<file path="config.mk">
export PLATFORM = sky130hd
export DESIGN_NAME = touch_slider_centroid_core_flat
export DESIGN_NICKNAME = d
export VERILOG_FILES = /design/src/tsc_pkg.sv /design/src/tsc_if.sv /design/src/tsc_acc.sv /design/src/tsc_div.sv /design/src/touch_slider_centroid_core.sv /design/src/flat_wrapper.sv
export SDC_FILE = /design/constraint.sdc
export NUM_CORES = 1
export LEC_CHECK = 0
export ABC_AREA = 0
export BUFFER_PORTS_ARGS = -buffer_cell sky130_fd_sc_hd__buf_2
export CORE_UTILIZATION = 32
export DETAILED_ROUTE_END_ITERATION = 10
export GPL_TIMING_DRIVEN = 0
export PLACE_DENSITY = 0.54
export SYNTH_ARGS = -nofsm -noshare
export SYNTH_HDL_FRONTEND = slang
export SYNTH_HIERARCHICAL = 1
export SYNTH_SLANG_ARGS = --single-unit
</file>
<file path="constraint.sdc">
create_clock -name clk -period 10.7 [get_ports clk]
set_input_delay 2.14 -clock clk [delete_from_list [all_inputs] [get_ports clk]]
set_output_delay 2.14 -clock clk [all_outputs]
set_load 0.005 [all_outputs]
</file>
<file path="src/tsc_pkg.sv">
// Shared widths, register indexes and control types of the slider centroid core.
package tsc_pkg;

	localparam int CONV_W        = 16;
	localparam int THR_W         = 16;
	localparam int STEP_W        = 12;
	localparam int MUL_W         = 16;
	localparam int PROD_W        = 2 * MUL_W;
	localparam int RSUM_W        = 20;
	localparam int WSUM_W        = 36;
	localparam int POS_W         = 16;
	localparam int CFG_IDX_W     = 2;
	localparam int CFG_DATA_W    = 16;
	localparam int PAD_COUNT_DEF = 12;

	localparam logic [CFG_IDX_W-1:0] REG_ACT_THRESHOLD = CFG_IDX_W'(0);
	localparam logic [CFG_IDX_W-1:0] REG_BIN_STEP      = CFG_IDX_W'(1);

	typedef struct packed {
		logic load;        // latch the pad response
		logic mul_weight;  // pad index times bin step
		logic mul_prod;    // response times weight
		logic accumulate;  // fold product and response into the sums
		logic clear;       // start a new scan
	} tsc_acc_ctl_t;

	typedef struct packed {
		logic [RSUM_W-1:0] response_sum;
		logic [WSUM_W-1:0] weighted_sum;
		logic              touched;
	} tsc_acc_stat_t;

endpackage

</file>
<file path="src/tsc_if.sv">
// Channel interfaces of the slider centroid core: pad beats, position beats, register writes.
interface tsc_pad_if import tsc_pkg::*; ();
	logic              valid;
	logic              ready;
	logic [CONV_W-1:0] conversion_result;
	logic [CONV_W-1:0] ambient_level;
	logic              last_pad;

	modport source (output valid, conversion_result, ambient_level, last_pad, input ready);
	modport sink (input valid, conversion_result, ambient_level, last_pad, output ready);
endinterface

interface tsc_pos_if import tsc_pkg::*; ();
	logic             valid;
	logic             ready;
	logic [POS_W-1:0] slider_position;
	logic             touched;

	modport source (output valid, slider_position, touched, input ready);
	modport sink (input valid, slider_position, touched, output ready);
endinterface

interface tsc_cfg_if import tsc_pkg::*; ();
	logic                  valid;
	logic                  ready;
	logic [CFG_IDX_W-1:0]  index;
	logic [CFG_DATA_W-1:0] data;

	modport source (output valid, index, data, input ready);
	modport sink (input valid, index, data, output ready);
endinterface

</file>
<file path="src/tsc_acc.sv">
// Scan accumulator around one shared 16x16 multiplier.
module tsc_acc import tsc_pkg::*; #(
	parameter int PAD_COUNT = PAD_COUNT_DEF
) (
	input  logic              clk,
	input  logic              arst_n,
	input  tsc_acc_ctl_t      ctl,
	input  logic [CONV_W-1:0] conversion_result,
	input  logic [CONV_W-1:0] ambient_level,
	input  logic [THR_W-1:0]  threshold,
	input  logic [STEP_W-1:0] bin_step,
	output tsc_acc_stat_t     stat
);

	localparam int PAD_W = (PAD_COUNT > 1) ? $clog2(PAD_COUNT) : 1;
	localparam logic [PAD_W-1:0] PAD_LAST = PAD_W'(PAD_COUNT - 1);

	logic [PAD_W-1:0]  pad_q;
	logic [CONV_W-1:0] resp_q;
	logic [PROD_W-1:0] mul_q;
	logic [RSUM_W-1:0] rsum_q;
	logic [WSUM_W-1:0] wsum_q;
	logic              seen_q;

	logic [MUL_W-1:0]  mul_a;
	logic [MUL_W-1:0]  mul_b;
	logic [RSUM_W:0]   rsum_add;
	logic [WSUM_W:0]   wsum_add;

	// One multiplier: first index by step, then response by weight.
	always_comb begin
		if (ctl.mul_prod) begin
			mul_a = MUL_W'(resp_q);
			mul_b = mul_q[MUL_W-1:0];
		end else begin
			mul_a = MUL_W'(pad_q);
			mul_b = MUL_W'(bin_step);
		end
	end

	assign rsum_add = {1'b0, rsum_q} + (RSUM_W+1)'(resp_q);
	assign wsum_add = {1'b0, wsum_q} + (WSUM_W+1)'(mul_q);

	always_ff @(posedge clk) begin
		if (ctl.load) begin
			resp_q <= (conversion_result > ambient_level) ?
				conversion_result - ambient_level : '0;
		end
		if (ctl.mul_weight || ctl.mul_prod) begin
			mul_q <= mul_a * mul_b;
		end
	end

	always_ff @(posedge clk or negedge arst_n) begin
		if (!arst_n) begin
			pad_q  <= '0;
			rsum_q <= '0;
			wsum_q <= '0;
			seen_q <= 1'b0;
		end else if (ctl.clear) begin
			pad_q  <= '0;
			rsum_q <= '0;
			wsum_q <= '0;
			seen_q <= 1'b0;
		end else if (ctl.accumulate) begin
			rsum_q <= rsum_add[RSUM_W] ? '1 : rsum_add[RSUM_W-1:0];
			wsum_q <= wsum_add[WSUM_W] ? '1 : wsum_add[WSUM_W-1:0];
			if (resp_q > threshold) begin
				seen_q <= 1'b1;
			end
			// Extra pads of an overlong scan weigh as the last pad.
			if (pad_q != PAD_LAST) begin
				pad_q <= pad_q + PAD_W'(1);
			end
		end
	end

	assign stat.response_sum = rsum_q;
	assign stat.weighted_sum = wsum_q;
	assign stat.touched      = seen_q;

endmodule

</file>
<file path="src/tsc_div.sv">
// Restoring divider, one quotient bit per cycle, result saturated to the position width.
module tsc_div import tsc_pkg::*; (
	input  logic              clk,
	input  logic              arst_n,
	input  logic              start,
	input  logic              ack,
	input  logic [WSUM_W-1:0] dividend,
	input  logic [RSUM_W-1:0] divisor,
	output logic              done,
	output logic [POS_W-1:0]  quotient
);

	localparam int STEPS = WSUM_W;
	localparam int CNT_W = $clog2(STEPS + 1);

	logic [RSUM_W-1:0] rem_q;
	logic [WSUM_W-1:0] quo_q;
	logic [RSUM_W-1:0] dsr_q;
	logic [CNT_W-1:0]  cnt_q;
	logic              busy_q;
	logic              done_q;

	logic [RSUM_W:0]   shifted;
	logic [RSUM_W+1:0] diff;
	logic              ge;

	assign shifted = {rem_q, quo_q[WSUM_W-1]};
	assign diff    = {1'b0, shifted} - {2'b00, dsr_q};
	assign ge      = !diff[RSUM_W+1];

	always_ff @(posedge clk) begin
		if (start) begin
			rem_q <= '0;
			quo_q <= dividend;
			dsr_q <= divisor;
		end else if (busy_q) begin
			rem_q <= ge ? diff[RSUM_W-1:0] : shifted[RSUM_W-1:0];
			quo_q <= {quo_q[WSUM_W-2:0], ge};
		end
	end

	always_ff @(posedge clk or negedge arst_n) begin
		if (!arst_n) begin
			cnt_q  <= '0;
			busy_q <= 1'b0;
			done_q <= 1'b0;
		end else if (start) begin
			cnt_q  <= CNT_W'(STEPS - 1);
			busy_q <= 1'b1;
			done_q <= 1'b0;
		end else if (busy_q) begin
			cnt_q <= cnt_q - CNT_W'(1);
			if (cnt_q == '0) begin
				busy_q <= 1'b0;
				done_q <= 1'b1;
			end
		end else if (ack) begin
			done_q <= 1'b0;
		end
	end

	assign done     = done_q;
	assign quotient = (|quo_q[WSUM_W-1:POS_W]) ? '1 : quo_q[POS_W-1:0];

endmodule

</file>
<file path="src/touch_slider_centroid_core.sv">
// Slider centroid core: takes one pad beat at a time, accumulates
// the response and index-weighted response of a scan with one shared multiplier,
// and on the last pad of a touched scan divides the two sums bit-serially into
// a position. A pad beat occupies the core through its steps (response, weight
// multiply, product multiply, accumulate); pad.ready is low meanwhile. The last
// pad of an untouched scan adds a finish state; the last pad of a touched scan
// adds the finish state and then the divide state, in which a restoring divide
// of the 36-bit weighted sum yields one quotient bit per cycle. A finished
// position waits in an output register while the next scan begins; the core
// stalls only if a further position is ready before the previous one is taken.
// Register writes are always accepted; unknown indexes are ignored.
module touch_slider_centroid_core import tsc_pkg::*; #(
	parameter int PAD_COUNT = PAD_COUNT_DEF
) (
	input  logic   clk,
	input  logic   arst_n,
	tsc_pad_if.sink   pad,
	tsc_pos_if.source position,
	tsc_cfg_if.sink   cfg
);

	typedef enum logic [5:0] {
		S_IDLE   = 6'b000001,
		S_WEIGHT = 6'b000010,
		S_PROD   = 6'b000100,
		S_ACC    = 6'b001000,
		S_FIN    = 6'b010000,
		S_DIV    = 6'b100000
	} state_t;

	state_t            state_q;
	state_t            state_d;
	logic              last_q;
	logic [THR_W-1:0]  thr_q;
	logic [STEP_W-1:0] bin_q;
	logic              out_valid_q;
	logic [POS_W-1:0]  out_pos_q;
	logic              out_touched_q;

	tsc_acc_ctl_t      ctl;
	tsc_acc_stat_t     stat;
	logic              pad_beat;
	logic              out_free;
	logic              div_start;
	logic              div_ack;
	logic              div_done;
	logic [POS_W-1:0]  div_quo;
	logic              out_load;
	logic [POS_W-1:0]  out_pos_d;
	logic              out_touched_d;

	assign cfg.ready = 1'b1;

	always_ff @(posedge clk or negedge arst_n) begin
		if (!arst_n) begin
			thr_q <= '0;
			bin_q <= '0;
		end else if (cfg.valid) begin
			unique case (cfg.index)
				REG_ACT_THRESHOLD: thr_q <= THR_W'(cfg.data);
				REG_BIN_STEP:      bin_q <= cfg.data[STEP_W-1:0];
				default: ;
			endcase
		end
	end

	assign pad.ready = (state_q == S_IDLE);
	assign pad_beat  = pad.valid && pad.ready;
	assign out_free  = !out_valid_q || position.ready;

	always_comb begin
		state_d        = state_q;
		ctl            = '0;
		div_start      = 1'b0;
		div_ack        = 1'b0;
		out_load       = 1'b0;
		out_pos_d      = '0;
		out_touched_d  = 1'b0;
		ctl.load       = pad_beat;
		unique case (state_q)
			S_IDLE: begin
				if (pad_beat) begin
					state_d = S_WEIGHT;
				end
			end
			S_WEIGHT: begin
				ctl.mul_weight = 1'b1;
				state_d        = S_PROD;
			end
			S_PROD: begin
				ctl.mul_prod = 1'b1;
				state_d      = S_ACC;
			end
			S_ACC: begin
				ctl.accumulate = 1'b1;
				state_d        = last_q ? S_FIN : S_IDLE;
			end
			S_FIN: begin
				// Divide only when touched; an empty sum gives position zero.
				if (stat.touched && (stat.response_sum != '0)) begin
					div_start = 1'b1;
					ctl.clear = 1'b1;
					state_d   = S_DIV;
				end else if (out_free) begin
					out_load      = 1'b1;
					out_touched_d = stat.touched;
					ctl.clear     = 1'b1;
					state_d       = S_IDLE;
				end
			end
			S_DIV: begin
				if (div_done && out_free) begin
					out_load      = 1'b1;
					out_pos_d     = div_quo;
					out_touched_d = 1'b1;
					div_ack       = 1'b1;
					state_d       = S_IDLE;
				end
			end
			default: state_d = S_IDLE;
		endcase
	end

	always_ff @(posedge clk or negedge arst_n) begin
		if (!arst_n) begin
			state_q     <= S_IDLE;
			out_valid_q <= 1'b0;
		end else begin
			state_q <= state_d;
			if (out_load) begin
				out_valid_q <= 1'b1;
			end else if (position.ready) begin
				out_valid_q <= 1'b0;
			end
		end
	end

	always_ff @(posedge clk) begin
		if (pad_beat) begin
			last_q <= pad.last_pad;
		end
		if (out_load) begin
			out_pos_q     <= out_pos_d;
			out_touched_q <= out_touched_d;
		end
	end

	assign position.valid           = out_valid_q;
	assign position.slider_position = out_pos_q;
	assign position.touched         = out_touched_q;

	tsc_acc #(
		.PAD_COUNT(PAD_COUNT)
	) u_acc (
		.clk               (clk),
		.arst_n            (arst_n),
		.ctl               (ctl),
		.conversion_result (pad.conversion_result),
		.ambient_level     (pad.ambient_level),
		.threshold         (thr_q),
		.bin_step          (bin_q),
		.stat              (stat)
	);

	tsc_div u_div (
		.clk      (clk),
		.arst_n   (arst_n),
		.start    (div_start),
		.ack      (div_ack),
		.dividend (stat.weighted_sum),
		.divisor  (stat.response_sum),
		.done     (div_done),
		.quotient (div_quo)
	);

endmodule

</file>
<file path="src/flat_wrapper.sv">
// flat-port wrapper written by rule: the top's interface ports become plain ports
module touch_slider_centroid_core_flat import tsc_pkg::*;
#(
	parameter int PAD_COUNT = PAD_COUNT_DEF
)
  (clk, arst_n, pad_valid, pad_conversion_result, pad_ambient_level, pad_last_pad, pad_ready, position_valid, position_slider_position, position_touched, position_ready, cfg_valid, cfg_index, cfg_data, cfg_ready);
  tsc_pad_if pad_i ();
  tsc_pos_if position_i ();
  tsc_cfg_if cfg_i ();
  input  logic clk;
  input  logic arst_n;
  input wire logic [$bits(pad_i.valid)-1:0] pad_valid;
  input wire logic [$bits(pad_i.conversion_result)-1:0] pad_conversion_result;
  input wire logic [$bits(pad_i.ambient_level)-1:0] pad_ambient_level;
  input wire logic [$bits(pad_i.last_pad)-1:0] pad_last_pad;
  output wire logic [$bits(pad_i.ready)-1:0] pad_ready;
  output wire logic [$bits(position_i.valid)-1:0] position_valid;
  output wire logic [$bits(position_i.slider_position)-1:0] position_slider_position;
  output wire logic [$bits(position_i.touched)-1:0] position_touched;
  input wire logic [$bits(position_i.ready)-1:0] position_ready;
  input wire logic [$bits(cfg_i.valid)-1:0] cfg_valid;
  input wire logic [$bits(cfg_i.index)-1:0] cfg_index;
  input wire logic [$bits(cfg_i.data)-1:0] cfg_data;
  output wire logic [$bits(cfg_i.ready)-1:0] cfg_ready;
  assign pad_i.valid = pad_valid;
  assign pad_i.conversion_result = pad_conversion_result;
  assign pad_i.ambient_level = pad_ambient_level;
  assign pad_i.last_pad = pad_last_pad;
  assign pad_ready = pad_i.ready;
  assign position_valid = position_i.valid;
  assign position_slider_position = position_i.slider_position;
  assign position_touched = position_i.touched;
  assign position_i.ready = position_ready;
  assign cfg_i.valid = cfg_valid;
  assign cfg_i.index = cfg_index;
  assign cfg_i.data = cfg_data;
  assign cfg_ready = cfg_i.ready;
  touch_slider_centroid_core #(.PAD_COUNT(PAD_COUNT)) u_core (.clk(clk), .arst_n(arst_n), .pad(pad_i), .position(position_i), .cfg(cfg_i));
endmodule
</file>
==> results of run 1 <==
worst max-delay path, cell delays in order, from the launching register on:
cell       delay, ns
dfrtp_1         0.44
nor4_1          0.70
nor3b_1         0.26
clkbuf_1        0.59
clkbuf_1        0.51
and2_1          0.30
clkbuf_1        0.55
nand2_1         0.17
fa_1            0.57
inv_1           0.06
fa_1            0.50
inv_1           0.05
fa_1            0.50
inv_1           0.06
fa_1            0.50
fa_1            0.55
inv_1           0.06
fa_1            0.54
inv_1           0.05
ha_1            0.34
and3_1          0.20
a221o_1         0.45
o31ai_1         0.25
o31ai_1         0.19
a2111oi_0       0.52
o21bai_1        0.14
a21oi_1         0.21
xnor2_1         0.12
power groups by stage:
stage / combinational, mW / clock (mW) / sequential (mW)
after floorplan: 1.51 / 0 / 1.30
after global placement: 1.98 / 0 / 1.46
after detailed placement: 2.00 / 0 / 1.46
after CTS: 2.02 / 1.03 / 1.44
after global routing: 2.26 / 1.07 / 1.47
final: 2.02 / 1.00 / 1.45
per-stage QoR:
stage | setup slack, ns | util [%] | instance area, sq um | hold WS [ns]
2_1_floorplan | 2.85 | - | 23400 | 0.445
3_3_place_gp | 1.14 | 34.7 | 25000 | 0.468
3_5_place_dp | 1.11 | 34.7 | 25000 | 0.477
4_1_cts | 1.00 | 36.1 | 26000 | 0.490
5_1_grt | 0.479 | 36.2 | 26000 | 0.515
6_report | 1.01 | 36.2 | 26000 | 0.487
cell usage in the layout (no fill, tap or decap), drive strengths merged, types with 10 or more instances in the layout:
| master | instances |
|---|---|
| o21bai | 16 |
| a21o | 53 |
| nor3b | 10 |
| o21ai | 68 |
| o21a | 20 |
| or2 | 11 |
| a31oi | 14 |
| nor3 | 32 |
| buf | 100 |
| nand4 | 20 |
| and3 | 108 |
| a21boi | 10 |
| clkbuf | 112 |
| edfxtp | 122 |
| nor2b | 20 |
| and2 | 40 |
| a311oi | 32 |
| a21oi | 117 |
| mux2i | 21 |
| dfrtp | 103 |
| xnor2 | 52 |
| nor2 | 170 |
| clkinv | 11 |
| inv | 343 |
| nand2b | 17 |
| or3 | 24 |
| xor2 | 41 |
| fa | 198 |
| nand2 | 210 |
| ha | 207 |
| dfxtp | 20 |
| a211oi | 38 |
| mux2 | 68 |
| nor4 | 16 |
| nand3 | 34 |
per-layer routing:
layer	GRT usage, %	vias up	routed length (um)
li1	-	8607	-
met1	25.4	8965	31100
met2	29.2	467	30300
met3	1.68	106	2970
met4	5.14	0	1930
met5	0	-	0
cell families (layout without fill, tap and decap cells):
family,count (synthesis),after routing,share of synthesized area [%]
muxes,89,89,4.19
and+or+nand+nor,730,730,15.5
buffers and inverters,435,568,7.23
AOI/OAI and AO/OA,442,442,13.1
xor gates and xnor gates,93,93,3.48
DFF,246,246,28.5
adders and majority gates,405,405,28.0
other,1,1,0.0160
state kept, by name, summed over array words and instances, names as in the netlist:
name,cells
u_core/u_acc/rsum_q,20
u_core/last_q,1
u_core/u_acc/wsum_q,36
u_core/position.slider_position,16
u_core/u_div/rem_q,20
u_core/bin_q,12
u_core/u_acc/seen_q,1
u_core/u_div/quo_q,36
u_core/u_div/busy_q,1
u_core/position.valid,1
u_core/thr_q,16
u_core/u_div/cnt_q,6
u_core/position.touched,1
u_core/state_q,6
u_core/u_div/dsr_q,20
u_core/u_acc/pad_q,4
u_core/u_acc/resp_q,16
u_core/u_div/done,1
u_core/u_acc/mul_q,32
worst paths after layout:
kind	cells past startpoint	from	endpoint	slack (ns)
min in group asynchronous	1	arst_n	u_core/u_acc/wsum_q[29]$_DFFE_PN0P_	1.56
min	2	u_core/u_div/rem_q[2]$_SDFFE_PP0P_	u_core/u_div/rem_q[2]$_SDFFE_PP0P_	0.49
max reg2reg	27	u_core/state_q[4]$_DFFE_PN0P_	u_core/u_acc/mul_q[25]$_DFFE_PP_	1.01
min reg2reg	2	u_core/u_div/rem_q[2]$_SDFFE_PP0P_	u_core/u_div/rem_q[2]$_SDFFE_PP0P_	0.49
max	27	u_core/state_q[4]$_DFFE_PN0P_	u_core/u_acc/mul_q[25]$_DFFE_PP_	1.01
max in group asynchronous	2	arst_n	u_core/thr_q[7]$_DFFE_PN0P_	8.33
area by class of cell:
cell class	count	area (sq um)	share of cell area, %
Clock inverter	17	148	0.567
Multi-Input combinational cell	1760	15000	57.8
Sequential cell	246	6670	25.6
Buffer	96	420	1.62
Timing Repair Buffer	77	443	1.70
Clock buffer	39	836	3.21
Inverter	339	1270	4.89
Tap cell	950	1190	4.57
==> results.md, run 1 <==
- CP startpoint kind: flop
- Routability cong.: between 0.9 and 1
- Port Buffer Count: 74
- Status: complete, no violations
- Final WL: 66.3 mm
- Post-CTS Resized: 0
- Count leader, synth: inv_1
- Total Neg Setup Slack: 0 ns
- Ports: 76
- Netlist cell types: 92
- Net count, final: around 3000
- Slew @ Worst Pin: 1.20 ns
- Maximum clock rate: 103 MHz
- Hold Buf Count CTS: 0
- Rows: 98
- Setup bufs post-CTS: 0
- Internal power: 2.56 mW
- Synth top area cells: fa_1 17%, edfxtp_1 16%, ha_1 11%
- Critical Path RT: 11.01 ns
- Post-Layout Cell Count: between 3000 and 4000
- Share of cells above drive strength 1: under 10%
- P_leak: 12.1 nW
- Crit. End Element: flop
- Post-Syn Nets: 2902
- Post-DR vias/cell: 5.15
- Mapped Area: 0.0234 sq mm
- Arrival @ worst endpoint: 10.00 ns
- Fraction of registers with async set/reset: 42.3%
- Layout area overhead: 11.2%
- Clock Latency Late Sink: slightly below 0.6 ns
- Post-synthesis cell count: between 2000 and 2500
- Sequential Power Share: 32.4%
- Root Driver: clkbuf_16
- Core ar.: 0.0720 sq mm
- Max_slew headroom: 19.9%
- Clk_skew: 0.0301 ns
- Synth top area share: 16.9%
- Max Cap Violations: 0
- Via count: 18100
- Psw: 1.91 mW
- Total power: 4.47 mW
- Fin crit period: 9.69 ns
- # diodes: 0
- CTS tree: done
- Initial antenna violation count: 0
- Commonest cells post-synth: 339 x inv_1, 210 x nand2_1, 207 x ha_1, 198 x fa_1, 168 x nor2_1
- # DRC: 0
- Initial Util: 32.5%
- Post-synthesis area per instance: 9.59 sq um
- Min-delay worst type: reg -> reg
- Die area: around 0.074 sq mm
- Placed Instances: 3467
- Final hold violation count: 0
- Post-route clock period utilization: approximately nine tenths
- Synth Warn #: 6
- Seq cells post-synth: 246
- Worst-path clk slew: 0.06 ns
- Largest net degree at the start of global routing: 62
- Sw frac: a little over two fifths
- CP Class: reg -> reg
- RSZ-0062 raised after global routing: false
- Clock sinks: approximately 250
- Maximum vdd drop: 0.000146 V
- Clock Power Share: approximately 23%
- Combinational fraction of design power: 45.2%
- # setup viols final: 0
- First-pass GRT wire length: 105 mm
- Grt ovf: 0
- CTS Buf Count: 30
- Number of synthesized flops with an enable pin: about 120
- CTS Buffer Depth: 3
- Wire length per cell: 18.8 um
- Fillers: around 7300
- TritonRoute pass-1 iters: 5
- Die height: 272 um
- Ys flop type: edfxtp_1
- Post-synthesis sequential area ratio: 28.5%
- Antenna-violating nets left: 0
- Detailed Place HPWL: 53.8 mm
- Max Slew Vio Count: 0
- Cell taking the most area after synthesis: fa_1
- Worst Path Max Fanout: 10
- Vias in the first global route: 18500
- Total GRT Usage: 18.0%
- Power density over cell area: 172 mW/mm^2
- H-tree depth: 1
- Initial DRC count: 1048
- Die width: 272 um
No activity file was read; power rests on OpenSTA's default activity.
==> run 2: changes to the inputs <==
Settings changed: SYNTH_HIERARCHICAL 1 to default.
==> results.md, run 2 <==
- Commonest cells post-synth: 343 x nand2_1, 317 x inv_1, 207 x ha_1, 198 x fa_1
- Post-route clock period utilization: 90.0%
- Crit. End Element: flop
- Top flop regs: u_core.u_acc.wsum_q: 36 flops, u_core.u_div.quo_q: 36 flops, u_core.u_acc.mul_q: 32 flops
- Net count, final: 3038
- Post-synthesis sequential area ratio: 29.2%
- Worst hold stages: 2
- Maximum vdd drop: about 0.000095 V
- Count leader, synth: nand2_1
- Commonest non-fill, non-tap cells in the layout: 343 x nand2_1, 316 x inv_1, 207 x ha_1, 198 x fa_1
- Number of synthesized flops with an enable pin: 122
- Setup bufs post-CTS: 0
- Fin crit period: 9.63 ns
- First-pass GRT wire length: 104 mm
- CTS Buffer Depth: 3
- Synth top area cells: fa_1 17%, edfxtp_1 16%, ha_1 11%
- CP startpoint kind: flop
- Max Cap Violations: 0
- Slowest-stage cell, CP: a31oi_1
- Total Neg Setup Slack: 0 ns
- CTS tree: done
- Cell taking the most area after synthesis: fa_1
- Grt ovf: 0
- Critical Path RT: 11.03 ns
- Post-synthesis area per instance: 9.24 sq um
- Share of cells above drive strength 1: 7.38%
- Clk_skew: 0.0223 ns
- Die height: 269 um
- Largest net degree at the start of global routing: 75
- Routability cong.: 0.931
- RSZ-0062 raised after global routing: false
- Layout area overhead: 11.1%
- Initial antenna violation count: 1
- TritonRoute pass-1 iters: 6
- Total power: between 4 and 5 mW
- Hold Buf Count CTS: 0
- H-tree depth: 1
- Worst-path clk slew: 0.06 ns
- Rows: 97
- CP Class: reg -> reg
- Seq cells post-synth: roughly 250
- Final WS setup: 1.07 ns
- Maximum clock rate: around 100 MHz
- Initial Util: 32.5%
- Die area: 0.0723 sq mm
- Worst Reg-to-Reg Cells: 28
- Root Driver: clkbuf_16
- Fraction of registers with async set/reset: 42.3%
- Total GRT Usage: 18.6%
- CP max stage delay: 0.85 ns
- Core ar.: around 0.070 sq mm
- # DRC: 0
- Placed Instances: 3484
- Final instance area: 0.0253 sq mm
- Pre-CTS WS: 1.14 ns
- Most common cell after layout, fill and taps aside: nand2_1
- Max_slew headroom: 22.2%
- Synth top area share: between 10% and 20%
- Post-Route Utilization: between 30% and 40%
- # diodes: 0
- Final hold violation count: 0
- Netlist cell types: 78
- Wire length per cell: between 15 and 20 um
- Detailed Place HPWL: 53.0 mm
- Post-Syn Nets: between 2000 and 3000
- Die width: 269 um
- Mapped Area: roughly 0.023 sq mm
- Initial DRC count: 1392
- Antenna-violating nets left: 0
- Post-Layout Cell Count: 3542
- Post-DR vias/cell: 5.07
- Clock Latency Late Sink: a little under 0.6 ns
- Power density over cell area: 173 mW/mm^2
- P_leak: ~12 nW
- CTS Buf Count: 31
- Final WL: approximately 66 mm
- Most numerous cell on the critical path: fa_1
- Slew @ Worst Pin: roughly 1.2 ns
- Arrival @ worst endpoint: 9.96 ns
- Ys flop type: edfxtp_1
- Post-CTS Resized: 0
- Worst hold margin: 0.485 ns
- Min-delay worst type: reg -> reg
- Post-synthesis cell count: roughly 2500
- Post-placement cell area: between 0.02 and 0.025 sq mm
- Synth Warn #: 0
- Clock sinks: roughly 250
- Port Buffer Count: 74
- Max Slew Vio Count: 0
- Vias in the first global route: 18400
- Via count: 18000
- Ports: 76
- Status: complete, no violations
- # setup viols final: 0
- Worst Path Max Fanout: 10
-- run 2: worst max-delay path: cells and delay by family (launching register included) --
family | cells | cell delay, ns
adder cells (fa/ha/maj) | 7 | 3.38
AO/OA/AOI/OAI | 6 | 2.18
buffers and inverters | 8 | 1.67
AND/OR/NAND/NOR | 6 | 1.64
flip-flops | 1 | 0.39
XOR/XNOR | 1 | 0.08
-- run 2: layout make-up --
cell class | instances | area (sq um)
Buffer | 103 | 428
Sequential cell | 246 | 6670
Fill cell | 7073 | 44900
Tap cell | 940 | 1180
Clock inverter | 12 | 72.6
Inverter | 318 | 1190
Multi-Input combinational cell | 1802 | 14500
Timing Repair Buffer | 75 | 404
Clock buffer | 46 | 883
-- run 2: worst paths after layout --
| check | startpoint | end | slack, ns |
|---|---|---|---|
| hold / removal | u_core.u_div.rem_q[16]$_SDFFE_PP0P_ | u_core.u_div.rem_q[16]$_SDFFE_PP0P_ | 0.49 |
| max in group asynchronous | arst_n | u_core.bin_q[1]$_DFFE_PN0P_ | 8.54 |
| min in group asynchronous | arst_n | u_core.position.valid$_DFFE_PN0P_ | 1.43 |
| setup reg to reg | u_core.state_q[1]$_DFFE_PN0P_ | u_core.u_acc.mul_q[31]$_DFFE_PN_ | 1.07 |
| hold reg to reg | u_core.u_div.rem_q[16]$_SDFFE_PP0P_ | u_core.u_div.rem_q[16]$_SDFFE_PP0P_ | 0.49 |
| setup / recovery | u_core.state_q[1]$_DFFE_PN0P_ | u_core.u_acc.mul_q[31]$_DFFE_PN_ | 1.07 |
-- run 2: logic make-up (layout without fill, tap and decap cells) --
| group | count (synthesis) | in the layout | share of synthesized area, % |
|---|---|---|---|
| compound gates | 485 | 485 | 13.6 |
| xor+xnor | 92 | 92 | 3.53 |
| simple gates | 774 | 774 | 15.7 |
| flops | 246 | 246 | 29.2 |
| fa+ha+maj | 405 | 405 | 28.7 |
| buf+inv | 421 | 554 | 7.10 |
| other cells | 1 | 1 | 0.0164 |
| mux | 45 | 45 | 2.09 |
-- run 2: routing by layer --
layer | up-vias | track usage (%) | part of all wire (%)
li1 | 8584 | - | -
met1 | 8794 | 25.7 | 46
met2 | 494 | 30.6 | 46
met3 | 101 | 2.11 | 5.4
met4 | 0 | 5.45 | 2.9
met5 | - | 0 | 0
-- run 2: report_power, final --
group | internal, mW | switching [mW]
clock | 0.570 | 0.426
sequential | 1.20 | 0.296
combinational | 0.768 | 1.13
total | 2.54 | 1.86
==> run 3: changes to the inputs <==
Settings changed: ABC_AREA 0 to 1, SKIP_LAST_GASP from default to 1.
==> results.md, run 3 <==
- Status: complete, no violations
- Largest family of logic cells by synthesized area: adder cells
- Commonest non-fill, non-tap cells in the layout: 873 x nand2_1, 578 x inv_1, 321 x nor2_1, 207 x ha_1, 198 x fa_1
- P_leak: 13.7 nW
- Reg area: 0.00667 sq mm
- # setup viols final: 0
- Number of synthesized flops with an enable pin: 122
- Synth top area share: between 10% and 20%
- Cell chain of the critical path: nor2_1 > nand4_2 > buf_2 > nor2_1 > inv_1 > nor2_1 > fa_1 > inv_1 > fa_1 > inv_1 > fa_1 > fa_1 > fa_1 > inv_1 > fa_1 > inv_1 > ha_1 > a21oi_1 > inv_1 > a31oi_1 > o21ai_0 > nand2_1 > nand3_1 > xor2_1
- Crit path buf inv count: 7
- Post-synthesis cell count: 3187
- Pre-CTS WS: 2.94 ns
- Max_slew headroom: roughly 34%
- Crit path max-delay family: adder cells
- Grt peak-use layer: met2
- Routability cong.: 0.928
- Root Driver: clkbuf_16
- CTS Buf Count: 30
- Met1 Resource Use GR: 25.9%
- Max Slew Vio Count: 0
- Die area: 0.0771 sq mm
- Antenna-violating nets left: 0
- Commonest cells post-synth: 875 x nand2_1, 578 x inv_1, 322 x nor2_1, 207 x ha_1, 198 x fa_1
- Rows: 100
- Simple-gate share of the synthesized area: 24.2%
- Hold Buf Count CTS: 0
- Total Neg Setup Slack: 0 ns
- First-pass GRT wire length: approximately 120 mm
- Post-Syn Nets: 3648
- Met2 GRT Util: approximately a third
- H-tree depth: 1
- Initial antenna violation count: 0
- Setup bufs post-CTS: 0
- Core ar.: between 0.07 and 0.08 sq mm
- Post-CTS Resized: 0
- Via count: 20700
- Post-Synth Adder-Cell Area: between 20% and 30%
- Vias in the first global route: 21000
- Port Buffer Count: 74
- Initial Util: 32.5%
- Post-synthesis area per instance: roughly 7.6 sq um
- Fraction of registers with async set/reset: 42.3%
- Max Cap Violations: 0
- Mux share of post-synthesis cell area: 0%
- Crit. End Element: flop
- Cell taking the most area after synthesis: fa_1
- Most common cell after layout, fill and taps aside: nand2_1
- Largest net degree at the start of global routing: 90
- Final WL: 72.6 mm
- Net count, final: 3758
- Worst Path Max Fanout: 10
- Clock sinks: ~250
- CP max stage delay: around 0.62 ns
- Worst-path clk slew: 0.06 ns
- Power density over cell area: 207 mW/mm^2
- Die width: about 280 um
- Mapped Area: 0.0243 sq mm
- Synth Warn #: 0
- Maximum vdd drop: ~0.00015 V
- Initial DRC count: 1345
- Share of cells above drive strength 1: 6.38%
- CTS Buffer Depth: 3
- Slew @ Worst Pin: a little under 1 ns
- CTS tree: done
- Wire length per cell: 16.9 um
- # diodes: 0
- Ports: 76
- Seq cells post-synth: 246
- Total GRT Usage: 19.1%
- Synth top area cells: fa_1 16%, edfxtp_1 15%, nand2_1 13%
- Met3 Resource Use GR: 2.30%
- Die height: 278 um
- Clock Latency Late Sink: 0.58 ns
- Ys flop type: edfxtp_1
- Compound-gate portion of the synthesized area: 8.58%
- Multi-input logic area: 0.0152 sq mm
- Detailed Place HPWL: 60.0 mm
- Grt ovf: 0
- Count leader, synth: nand2_1
- Layout area overhead: 10.8%
- Clk_skew: 0.0126 ns
- TritonRoute pass-1 iters: 6
- CP Class: reg -> reg
- XOR/XNOR Fraction of Synth Area: 2.63%
- Fin crit period: 7.88 ns
- Netlist cell types: 54
- Post-route clock period utilization: 73.6%
- Final WS setup: 2.82 ns
- Post-DR vias/cell: 4.83
- Maximum clock rate: 127 MHz
- Top flop regs: u_core.u_acc.wsum_q: 36 flops, u_core.u_div.quo_q: 36 flops, u_core.u_acc.mul_q: 32 flops
- # DRC: 0
- Post-synthesis sequential area ratio: a little over a quarter
- Slowest-stage cell, CP: fa_1
- Arrival @ worst endpoint: slightly above 8 ns
- Fillers: 7980
- Critical Path RT: 11.02 ns
- CP startpoint kind: flop
- RSZ-0062 raised after global routing: false
- Final hold violation count: 0
- Min-delay worst type: reg -> reg
run 3: per-stage QoR:
| stage | std cells | instance area, sq um | util (%) | power [mW] | hold WS, ns |
|---|---|---|---|---|---|
| after global routing | 4290 | 27000 | 36.0 | 6.08 | 0.493 |
| after global placement | 4230 | 25900 | 34.6 | 4.56 | 0.461 |
| after CTS | 4290 | 27000 | 36.0 | 5.60 | 0.478 |
| after floorplan | 3187 | 24300 | - | 3.59 | 0.444 |
| final | 4290 | 27000 | 36.0 | 5.58 | 0.478 |
| after detailed placement | 4234 | 26000 | 34.7 | 4.57 | 0.466 |
run 3: cells by family (layout without fill, tap and decap cells):
logic type | count (synthesis) | after routing
adders and majority gates | 405 | 405
xor gates and xnor gates | 73 | 73
buffers and inverters | 641 | 775
other | 1 | 1
DFF | 246 | 246
AOI/OAI and AO/OA | 378 | 378
and+or+nand+nor | 1443 | 1443
run 3: final timing paths:
| check | endpoint | startpoint | cells past startpoint | slack [ns] |
|---|---|---|---|---|
| max in group asynchronous | u_core.thr_q[5]$_DFFE_PN0P_ | arst_n | 2 | 8.57 |
| hold reg to reg | u_core.u_div.rem_q[8]$_SDFFE_PP0P_ | u_core.u_div.rem_q[8]$_SDFFE_PP0P_ | 2 | 0.48 |
| setup / recovery | u_core.u_acc.mul_q[24]$_DFFE_PN_ | u_core.state_q[5]$_DFFE_PN0P_ | 24 | 2.82 |
| setup reg to reg | u_core.u_acc.mul_q[24]$_DFFE_PN_ | u_core.state_q[5]$_DFFE_PN0P_ | 24 | 2.82 |
| min in group asynchronous | u_core.u_acc.wsum_q[32]$_DFFE_PN0P_ | arst_n | 1 | 1.39 |
| hold / removal | u_core.u_div.rem_q[8]$_SDFFE_PP0P_ | u_core.u_div.rem_q[8]$_SDFFE_PP0P_ | 2 | 0.48 |
run 3: final cells by class:
cell class / instances / area share, %
sequential: 246 / 24.7
clock buffer: 40 / 3.19
tap: 969 / 4.50
inverter: 585 / 8.14
multi-input combinational: 2300 / 56.3
clock inverter: 16 / 0.413
buffer: 56 / 1.06
timing repair buffer: 78 / 1.66
run 3: power by group:
group          switching, mW  leakage [nW]  internal, mW  total, mW
combinational           1.96          10.7          1.03       2.99
sequential             0.340          2.50          1.26       1.60
clock                  0.415         0.478         0.584      0.999
run 3: worst min-delay path: stages (launching register included):
cell     delay [ns]
dfxtp_1        0.32
nand2_1        0.07
nand2_1        0.05
run 3: metal layers:
layer,share of wire [%],vias to the layer above
met5,0,-
met4,2.5,0
met3,5.6,100
met2,46,513
met1,46,9860
li1,-,10200
